===== src/rtl/core/text_terminal_buffer_defines.svh =====
// Assertion macros for the text terminal buffer.
`ifndef TEXT_TERMINAL_BUFFER_DEFINES_SVH
`define TEXT_TERMINAL_BUFFER_DEFINES_SVH
`ifndef SYNTHESIS
// Checked while out of reset.
`define TTB_ASSERT(label, prop) \
  label: assert property (@(posedge clk) disable iff (!rst_n) prop) \
    else $error("ttb assertion failed");
// Checked at every edge, reset included.
`define TTB_ASSERT_ALWAYS(label, prop) \
  label: assert property (@(posedge clk) prop) \
    else $error("ttb assertion failed");
`else
`define TTB_ASSERT(label, prop)
`define TTB_ASSERT_ALWAYS(label, prop)
`endif
`endif


===== src/rtl/core/ttb_pkg.sv =====
// Package: screen geometry, command codes and shared types of the text terminal buffer.
`timescale 1ns / 1ps
package ttb_pkg;

  localparam int COLUMNS = 32;
  localparam int ROWS    = 8;
  localparam int COL_W   = $clog2(COLUMNS);
  localparam int ROW_W   = $clog2(ROWS);
  localparam int CELLS   = COLUMNS * ROWS;
  localparam int ADDR_W  = $clog2(CELLS);
  localparam int COORD_W = 10;
  localparam int CHAR_W  = 8;
  localparam logic [CHAR_W-1:0] BLANK = CHAR_W'(32);

  typedef enum logic [2:0] {
    CMD_PUT   = 3'd0,
    CMD_NL    = 3'd1,
    CMD_MOVE  = 3'd2,
    CMD_CLEAR = 3'd3,
    CMD_READ  = 3'd4,
    CMD_DIRTY = 3'd5
  } cmd_t;

  typedef enum logic {
    ST_RUN,
    ST_READ
  } state_t;

  // Control from the command logic to the cell store
  typedef struct packed {
    logic              wr_en;
    logic [ROW_W-1:0]  wr_row;
    logic [COL_W-1:0]  wr_col;
    logic [CHAR_W-1:0] wr_data;
    logic              rd_en;
    logic [ROW_W-1:0]  rd_row;
    logic [COL_W-1:0]  rd_col;
    logic              blank_en;
    logic [ROW_W-1:0]  blank_row;
    logic              clear_all;
  } store_ctl_t;

  function automatic logic [COL_W-1:0] clamp_col(input logic signed [COORD_W-1:0] v);
    if (v < 0) return '0;
    else if (v >= COLUMNS) return COL_W'(COLUMNS - 1);
    else return v[COL_W-1:0];
  endfunction

  function automatic logic [ROW_W-1:0] clamp_row(input logic signed [COORD_W-1:0] v);
    if (v < 0) return '0;
    else if (v >= ROWS) return ROW_W'(ROWS - 1);
    else return v[ROW_W-1:0];
  endfunction

  // Screen row to store row, given the row currently at the top
  function automatic logic [ROW_W-1:0] phys_row(input logic [ROW_W-1:0] lrow,
                                                input logic [ROW_W-1:0] top);
    logic [ROW_W:0] sum;
    sum = {1'b0, lrow} + {1'b0, top};
    if (sum >= (ROW_W+1)'(ROWS)) sum = sum - (ROW_W+1)'(ROWS);
    return sum[ROW_W-1:0];
  endfunction

endpackage


===== src/rtl/core/ttb_cell_store.sv =====
// Character memory with one valid bit per cell; an invalid cell reads as a space.
`timescale 1ns / 1ps
module ttb_cell_store (
  input  logic                      clk,
  input  logic                      rst_n,
  input  ttb_pkg::store_ctl_t       ctl,
  output logic [ttb_pkg::CHAR_W-1:0] rd_char
);
  import ttb_pkg::*;

  logic [CHAR_W-1:0]  mem [CELLS];
  logic [COLUMNS-1:0] vld_r [ROWS];
  logic [COLUMNS-1:0] vld_nxt [ROWS];
  logic [CHAR_W-1:0]  rd_data_r;
  logic               rd_vld_r;
  logic [ADDR_W-1:0]  wr_addr;
  logic [ADDR_W-1:0]  rd_addr;

  assign wr_addr = ADDR_W'(ctl.wr_row) * ADDR_W'(COLUMNS) + ADDR_W'(ctl.wr_col);
  assign rd_addr = ADDR_W'(ctl.rd_row) * ADDR_W'(COLUMNS) + ADDR_W'(ctl.rd_col);

  always_ff @(posedge clk) begin
    if (ctl.wr_en) begin
      mem[wr_addr] <= ctl.wr_data;
    end
    if (ctl.rd_en) begin
      rd_data_r <= mem[rd_addr];
    end
  end

  always_comb begin
    for (int r = 0; r < ROWS; r++) begin
      vld_nxt[r] = vld_r[r];
      if (ctl.clear_all || (ctl.blank_en && ctl.blank_row == ROW_W'(r))) begin
        vld_nxt[r] = '0;
      end
      if (ctl.wr_en && ctl.wr_row == ROW_W'(r)) begin
        vld_nxt[r][ctl.wr_col] = 1'b1;
      end
    end
  end

  always_ff @(posedge clk) begin
    if (!rst_n) begin
      for (int r = 0; r < ROWS; r++) begin
        vld_r[r] <= '0;
      end
      rd_vld_r <= 1'b0;
    end else begin
      for (int r = 0; r < ROWS; r++) begin
        vld_r[r] <= vld_nxt[r];
      end
      if (ctl.rd_en) begin
        rd_vld_r <= vld_r[ctl.rd_row][ctl.rd_col];
      end
    end
  end

  assign rd_char = rd_vld_r ? rd_data_r : BLANK;

endmodule


===== src/rtl/core/text_terminal_buffer.sv =====
// Top level: command decode, cursor, row dirty flags, scroll offset and result register.
//
//  channel  dir  handshake              payload
//  in_      in   in_valid / in_stall    cmd, char_code, col, row
//  out_     out  out_valid / out_stall  cursor_col, cursor_row, cell_char, row_dirty, scrolled
//
// One item a cycle unless the input is stalled; read cell also passes through a read
// state, as the cell store has a registered read port. Scrolling rotates a top-row
// offset and blanks a row through per-cell valid bits, so it adds no wait state.
// Reset (synchronous, rst_n low) clears the valid bits, so the screen reads as spaces.
// A held result stalls the input until it is taken.
`timescale 1ns / 1ps
`include "text_terminal_buffer_defines.svh"
module text_terminal_buffer (
  input  logic                               clk,
  input  logic                               rst_n,
  input  logic                               in_valid,
  output logic                               in_stall,
  input  logic [2:0]                         in_cmd,
  input  logic [ttb_pkg::CHAR_W-1:0]         in_char_code,
  input  logic signed [ttb_pkg::COORD_W-1:0] in_col,
  input  logic signed [ttb_pkg::COORD_W-1:0] in_row,
  output logic                               out_valid,
  input  logic                               out_stall,
  output logic [4:0]                         out_cursor_col,
  output logic [2:0]                         out_cursor_row,
  output logic [ttb_pkg::CHAR_W-1:0]         out_cell_char,
  output logic                               out_row_dirty,
  output logic                               out_scrolled
);
  import ttb_pkg::*;

  state_t            state_r, state_nxt;
  logic [COL_W-1:0]  cur_col_r, cur_col_nxt;
  logic [ROW_W-1:0]  cur_row_r, cur_row_nxt;
  logic [ROW_W-1:0]  top_r, top_nxt;
  logic [ROWS-1:0]   dirty_r, dirty_nxt;
  logic              out_valid_r, out_valid_nxt;
  logic [4:0]        out_col_r, out_col_nxt;
  logic [2:0]        out_row_r, out_row_nxt;
  logic [CHAR_W-1:0] out_char_r, out_char_nxt;
  logic              out_dirty_r, out_dirty_nxt;
  logic              out_scr_r, out_scr_nxt;

  store_ctl_t        ctl;
  logic [CHAR_W-1:0] rd_char;
  logic              acc;
  logic [COL_W-1:0]  cl_col;
  logic [ROW_W-1:0]  cl_row;
  logic              scroll;

  assign in_stall = (state_r == ST_READ) || (out_valid_r && out_stall);
  assign acc      = in_valid && !in_stall;
  assign cl_col   = clamp_col(in_col);
  assign cl_row   = clamp_row(in_row);

  always_comb begin
    state_nxt     = state_r;
    cur_col_nxt   = cur_col_r;
    cur_row_nxt   = cur_row_r;
    top_nxt       = top_r;
    dirty_nxt     = dirty_r;
    out_valid_nxt = out_valid_r && out_stall;
    out_col_nxt   = out_col_r;
    out_row_nxt   = out_row_r;
    out_char_nxt  = out_char_r;
    out_dirty_nxt = out_dirty_r;
    out_scr_nxt   = out_scr_r;
    scroll        = 1'b0;
    ctl           = '0;

    case (state_r)
      ST_RUN: begin
        if (acc) begin
          out_char_nxt  = '0;
          out_dirty_nxt = 1'b0;
          case (in_cmd)
            CMD_PUT: begin
              ctl.wr_en   = 1'b1;
              ctl.wr_row  = phys_row(cur_row_r, top_r);
              ctl.wr_col  = cur_col_r;
              ctl.wr_data = in_char_code;
              dirty_nxt[cur_row_r] = 1'b1;
              if (cur_col_r == COL_W'(COLUMNS - 1)) begin
                cur_col_nxt = '0;
                if (cur_row_r == ROW_W'(ROWS - 1)) begin
                  scroll = 1'b1;
                end else begin
                  cur_row_nxt = cur_row_r + 1'b1;
                end
              end else begin
                cur_col_nxt = cur_col_r + 1'b1;
              end
            end
            CMD_NL: begin
              cur_col_nxt = '0;
              if (cur_row_r == ROW_W'(ROWS - 1)) begin
                scroll = 1'b1;
              end else begin
                cur_row_nxt = cur_row_r + 1'b1;
              end
              ctl.blank_en  = 1'b1;
              ctl.blank_row = phys_row(cur_row_nxt, top_r);
              dirty_nxt[cur_row_nxt] = 1'b1;
            end
            CMD_MOVE: begin
              cur_col_nxt = cl_col;
              cur_row_nxt = cl_row;
            end
            CMD_CLEAR: begin
              ctl.clear_all = 1'b1;
              dirty_nxt     = '1;
              cur_col_nxt   = '0;
              cur_row_nxt   = '0;
              top_nxt       = '0;
            end
            CMD_READ: begin
              ctl.rd_en  = 1'b1;
              ctl.rd_row = phys_row(cl_row, top_r);
              ctl.rd_col = cl_col;
              state_nxt  = ST_READ;
            end
            CMD_DIRTY: begin
              out_dirty_nxt     = dirty_r[cl_row];
              dirty_nxt[cl_row] = 1'b0;
            end
            default: begin
            end
          endcase
          // Scroll: old top row becomes the blank bottom row
          if (scroll) begin
            ctl.blank_en  = 1'b1;
            ctl.blank_row = top_r;
            top_nxt       = phys_row(ROW_W'(1), top_r);
            dirty_nxt     = '1;
          end
          out_scr_nxt = scroll;
          out_col_nxt = 5'(cur_col_nxt);
          out_row_nxt = 3'(cur_row_nxt);
          if (in_cmd != CMD_READ) begin
            out_valid_nxt = 1'b1;
          end
        end
      end
      ST_READ: begin
        out_char_nxt  = rd_char;
        out_valid_nxt = 1'b1;
        state_nxt     = ST_RUN;
      end
      default: begin
        state_nxt = ST_RUN;
      end
    endcase
  end

  always_ff @(posedge clk) begin
    if (!rst_n) begin
      state_r     <= ST_RUN;
      cur_col_r   <= '0;
      cur_row_r   <= '0;
      top_r       <= '0;
      dirty_r     <= '0;
      out_valid_r <= 1'b0;
    end else begin
      state_r     <= state_nxt;
      cur_col_r   <= cur_col_nxt;
      cur_row_r   <= cur_row_nxt;
      top_r       <= top_nxt;
      dirty_r     <= dirty_nxt;
      out_valid_r <= out_valid_nxt;
    end
  end

  always_ff @(posedge clk) begin
    out_col_r   <= out_col_nxt;
    out_row_r   <= out_row_nxt;
    out_char_r  <= out_char_nxt;
    out_dirty_r <= out_dirty_nxt;
    out_scr_r   <= out_scr_nxt;
  end

  ttb_cell_store u_store (
    .clk     (clk),
    .rst_n   (rst_n),
    .ctl     (ctl),
    .rd_char (rd_char)
  );

  assign out_valid      = out_valid_r;
  assign out_cursor_col = out_col_r;
  assign out_cursor_row = out_row_r;
  assign out_cell_char  = out_char_r;
  assign out_row_dirty  = out_dirty_r;
  assign out_scrolled   = out_scr_r;

  `TTB_ASSERT(a_read_enters_wait, (acc && in_cmd == CMD_READ) |=> (state_r == ST_READ))
  `TTB_ASSERT(a_read_gives_item, (state_r == ST_READ) |=> out_valid)
  `TTB_ASSERT(a_scroll_at_bottom, (out_valid && out_scrolled) |-> (out_cursor_row == 3'(ROWS - 1) && out_cursor_col == '0))
  `TTB_ASSERT(a_one_source, (state_r == ST_READ) |-> !(out_valid && out_stall))
  `TTB_ASSERT_ALWAYS(a_reset_empty, !$past(rst_n) |-> !out_valid)

endmodule


===== config.mk =====
export PLATFORM = sky130hd
export DESIGN_NAME = text_terminal_buffer
export DESIGN_NICKNAME = d
export VERILOG_FILES = /design/src/rtl/core/ttb_pkg.sv /design/src/rtl/core/ttb_cell_store.sv /design/src/rtl/core/text_terminal_buffer.sv
export VERILOG_INCLUDE_DIRS = /design/src /design/src/rtl/core
export SDC_FILE = /design/constraint.sdc
export NUM_CORES = 2
export LEC_CHECK = 0
export ABC_AREA = 1
export BUFFER_PORTS_ARGS = -buffer_cell sky130_fd_sc_hd__buf_2
export CORE_AREA = 2 2 427 429
export CTS_CLUSTER_DIAMETER = 150
export DETAILED_ROUTE_END_ITERATION = 12
export DIE_AREA = 0 0 429 431
export PLACE_DENSITY = 0.77
export SYNTH_ARGS = -nofsm -noshare
export SYNTH_HDL_FRONTEND = slang
export SYNTH_SLANG_ARGS = --single-unit

===== constraint.sdc =====
create_clock -name clk -period 34.4 [get_ports clk]
set_input_delay 10.32 -clock clk [delete_from_list [all_inputs] [get_ports clk]]
set_output_delay 10.32 -clock clk [all_outputs]
set_load 0.01 [all_outputs]

# ---- Word level (Yosys, flattened, before mapping)
# Memories as Yosys holds them, arrays and structs flattened. A register that Yosys moved wholly into a read port is not among the register bits.
# Cells that the tools add are included.
dict set report op_classes {
  bitwise_logic 21
  eq_ne 23
  n_lt_le_gt_ge 17
  n_mux 81
  n_reduce_logical 41
  n_addsub 12
}
# op count
set ops {}
lappend ops {{$mux 32} 24}
lappend ops {{$or 32x32->32} 8}
lappend ops {{$mux 31} 2}
lappend ops {{$mux 3} 13}
lappend ops {{$eq 3x3->1 const B} 11}
lappend ops {{$pmux 8 s4} 1}
lappend ops {{$mux 8} 3}
lappend ops {{$logic_and 1x1->1} 22}
lappend ops {{$lt 10x1->1 const B} 2}
lappend ops {{$mux 1} 19}
lappend ops {{$eq 3x2->1 const B} 6}
lappend ops {{$mux 17} 1}
lappend ops {{$add 8x5->8} 2}
lappend ops {{$ge 4x4->1 const B} 4}
lappend ops {{$or 8x8->8} 2}
lappend ops {{$pmux 8 s2} 1}
lappend ops {{$mux 5} 3}
lappend ops {{$pmux 5 s3} 1}
lappend ops {{$add 3x3->4} 3}
lappend ops {{$lt 3x4->1 const B} 3}
lappend ops {{$lt 5x6->1 const B} 2}
lappend ops {{$pmux 3 s4} 1}
lappend ops {{$sub 3x1->3 const B} 4}
lappend ops {{$ge 10x5->1 const B} 1}
lappend ops {{other kinds (29)} 56}
dict set report word_totals {
  n_memories 2
  reg_bits 40
  inputBits 35
  mem_bits_rw 2304
  out_inout_bits 20
}
# memory words word_bits read_ports rd_clocked_by_memory_dff write_ports line
set mem_list {}
lappend mem_list {u_store.mem 256 8 1 1 1 ttb_cell_store.sv:11} ;# logic [CHAR_W-1:0] mem [CELLS];
lappend mem_list {u_store.vld_r 8 32 9 0 8 ttb_cell_store.sv:12} ;# logic [COLUMNS-1:0] vld_r [ROWS];

# ---- Logic depth before layout (Yosys ltp)
dict set report logic_depth {
  ltp_word 20
  mapped_depth 19
}

# ---- Cells and area by module
# Synthesis repeated with hierarchy kept, for this count alone.
dict set report unflattened {
  cells_unflattened 8646
  hier_area_um2 96242.3
}
# module area_each_um2 cells_per_inst seq_area_each_um2 n_inst
set by_module_without_submodules {}
lappend by_module_without_submodules {ttb_cell_store 93593.5 8265 66884.1 1}
lappend by_module_without_submodules {text_terminal_buffer 2648.8 381 960.9 1}

# ---- Worst setup path before layout
# Ideal clock, no wire load.
dict set report synth_path {
  kind {in2out}
  startpoint {input out_stall}
  endpoint {output in_stall}
  arrival_ns 10.449
  path_buffers 0
  path_slack_ns 13.631
  path_stages 2
  path_cell_list {nand2_1 nand2_2}
}
dict set report synth_via {
  elab_chain_cells 2
}
# element line
set synth_lines {}
lappend synth_lines {{from (decl)} text_terminal_buffer.sv:24} ;# input logic out_stall,
lappend synth_lines {{$logic_and 1x1->1} text_terminal_buffer.sv:52} ;# assign in_stall = (state_r == ST_READ) || (out_valid_r && out_stall);
lappend synth_lines {{$logic_or 1x1->1} text_terminal_buffer.sv:52}
lappend synth_lines {{to (decl)} text_terminal_buffer.sv:18} ;# output logic in_stall,
# No other way between the ends.

# ---- Final worst setup path
# Ends and elaborated chain as after synthesis.

==> flow_summary.ini <==
[run_status]
run_status = finished clean

[logic_synthesis]
synth_edf_count = 2074
postSynthAreaPerCell_um2 = 12.23
synth-xor-area-share = 0.0008115
synthArstFlopShare = 0
syn-cell-area_mm2 = 0.09867
syn-instance-count = 8066
synth_compound_area_frac = 0.09698
ys_seq_elements = 2352
yosys_most_used_dff = edfxtp_1
yosys.area_share.simple = 0.1792
muxShareOfSynthArea = 0
synth_top_family_by_area = simple AND/OR/NAND/NOR gates
synth-adder-area-share = 0.001369
syn_nets = 8110
yosysSeqAreaShare = 0.6876
yosys_warnings = 0
ys_types = 45

[critical_path]
crit_required_ps = 24080
critPathBufInv = 2
path_class = input pin to output port
r2r_slack_ps = 26750
crit_chain = buf_2, nand2_1, nand2_2, buf_2
end_kind = output port
rr_startpoint = state_r
critPathLaunchType = input pin
slowest_stage = buf_2
reg2reg_depth = 19
crit_top_cell = buf_2
cpLargestDelayFamily = buffers and inverters
r2r_end = u_store.rd_data_r[4]
cpPeakStageDelay_ps = 140
crit_fanout = 2
critPathArrivalTime_ps = 10710

[job]
drv_cap = 0

[layout]
drive_gt1_frac = 0.1493
fin_util = 0.5954
area_growth_pct = 8.715
stdcell_area_mm2 = 0.1073
instances_no_fill = 10380
fillers = 13330
num-nets-final = 7873

[power]
p_per_area_mw_per_mm2 = 52.20
design_power_total_mw = 5.599
ir_drop_v = 0.00005808
leakage_nw = 36.12

[sta]
hold_violations = 0
setup_viol = 0
tns_ps = 0
worst_pin_slew_ps = 1361
relSlewSlack = 0.09061
fin_crit_ps = 21030
finalCritPeriodShare = 0.6113
slew_viol_final = 0
finClkSkew_ps = 39.84
rsz0062_at_grt = no
fmax_mhz = 47.56

[clock_network]
cts_setup_buffers = 0
cts_made_buffers = 221
cts_root_buffer = clkbuf_16
clkSinkCount = 2352
cts_tree = done
postCtsHoldBufs = 0
cts_buffer_depth = 3
ctsResizeCount = 0
clk_pin_slew_ps = 60
htree_levels = 4
clk_latency_ps = 890

[detailed_routing]
vias = 66350
via_per_inst = 6.390
drt_first_iter_violations = 9570
wl_per_cell_um = 25.31
drc_errors = 0
wl_mm = 262.8
drt.antenna.violating_nets = 0
drt-pass1-iter-count = 6

[die]
core_mm2 = 0.1802
die_w_um = 429
die_h_um = 431
initial_utilization = 0.5477
rows = 156
io_pins = 55
die_area_mm2 = 0.1849

[place]
port_buffers = 54
gp_congestion = 0.8674
place_hpwl_mm = 142.7
place_area_mm2 = 0.1002
dp.cells = 9976

[hold_path]
hp-start = u_store.vld_r[0][21]
hp-class = register to register
min_path_cells = 2
min_to = u_store.vld_r[0][21]

[global_route]
grt_pass1_wl_mm = 390.6
gr-usage-all-layers = 0.2774
grt_pass1_vias = 63670
grt_overflow = 0
antenna_found_initial = 6
grt_max_degree = 251
## placed cells by master, fill, tap and decap left out, drive strengths merged, types with 108 or more instances in the layout
| cell type | synthesis | routed |
|---|---|---|
| a21oi | 292 | 292 |
| buf | 311 | 158 |
| clkbuf | 307 | 280 |
| clkinv | 2 | 108 |
| dfxtp | 278 | 278 |
| edfxtp | 2074 | 2074 |
| inv | 155 | 157 |
| nand2 | 800 | 800 |
| nand3 | 1268 | 1268 |
| nor2 | 420 | 420 |
| o211ai | 1016 | 1016 |
| or2 | 1019 | 1019 |
## kinds of logic after synthesis
kind of cell | after synthesis
AOI/OAI and AO/OA | 1376
DFF | 2352
adders and majority gates | 9
and+or+nand+nor | 3547
buffers and inverters | 775
xor gates and xnor gates | 7
## cells in the mapped netlist (67+ instances only)
| library cell | n | area, um2 |
|---|---|---|
| edfxtp_1 | 2074 | 62280 |
| nor2_1 | 401 | 1505 |
| nand3_1 | 1265 | 6331 |
| or2_1 | 312 | 1952 |
| buf_2 | 223 | 1116 |
| or2_0 | 67 | 419.2 |
| clkbuf_1 | 305 | 1145 |
| a21oi_1 | 285 | 1426 |
| inv_1 | 128 | 480.5 |
| or2_2 | 640 | 4004 |
| nand2_1 | 794 | 2980 |
| dfxtp_1 | 278 | 5565 |
| o211ai_1 | 1016 | 7627 |
## how the worst max path moves through the flow
stage | start | end | slack [ps] | cells after the start
6_report | out_stall | in_stall | 13370 | 4
5_1_grt | out_stall | in_stall | 13340 | 4
4_1_cts | out_stall | in_stall | 13370 | 4
3_5_place_dp | out_stall | in_stall | 13370 | 4
3_3_place_gp | out_stall | in_stall | 13360 | 4
2_1_floorplan | out_stall | in_stall | 13630 | 2
## through the flow
step / hold slack [ps] / worst slack, ps
2_1_floorplan: 439.2 / 13630
3_3_place_gp: 447.6 / 13360
3_5_place_dp: 452.2 / 13370
4_1_cts: 461.3 / 13370
5_1_grt: 474.0 / 13340
6_report: 460.2 / 13370
## per-layer routing
layer  vias up  share of wire  global-route usage  wire (um)
met3       703           0.11             0.05649      30170
met4         4          0.046              0.1244      12130
met1     32200           0.38              0.3741      98640
met2      4222           0.46              0.4378     121800
met5         -        0.00010                   0         27
li1      29220              -                   -          -
## layout make-up
cell class / instances / area, um2 / area share
flip-flops and latches: 2352 / 67850 / 0.6325
multi-input cells: 4939 / 27630 / 0.2575
clock buffers: 280 / 5952 / 0.05548
well taps: 2370 / 2965 / 0.02764
repair buffers: 158 / 1164 / 0.01085
clock inverters: 125 / 1087 / 0.01014
inverters: 157 / 626.9 / 0.005844
diodes: 2 / 5.005 / 0.00004665
## report_power, final
part	total (mW)	switching [mW]	internal, mW
clock	2.38	1.06	1.33
combinational	0.138	0.102	0.0356
sequential	3.08	0.00317	3.08
total	5.60	1.16	4.44
## worst reg2reg max path: stages (launching register included)
cell and delay (ps):
dfxtp_1 320, inv_2 100, nand2_2 80, inv_2 70
nand2_2 470, nor2_4 220, buf_4 580, nand3_4 700
inv_8 780, buf_4 960, buf_4 960, buf_4 850
o211ai_1 230, nand3_1 160, nand3_1 120, nand3_1 200
nand3_1 320, nand3_1 190, nand3_1 110, nand2_1 110
## flip-flops by register name, indices dropped and copies added, names as in the netlist, 3 cells and up
signal             flops
u_store.vld_r        256
cur_row_r              3
cur_col_r              5
out_cursor_row         3
dirty_r                8
out_cell_char          8
out_cursor_col         5
u_store.rd_data_r      8
top_r                  3
u_store.mem         2048
Power figures use the tool's default switching activity.
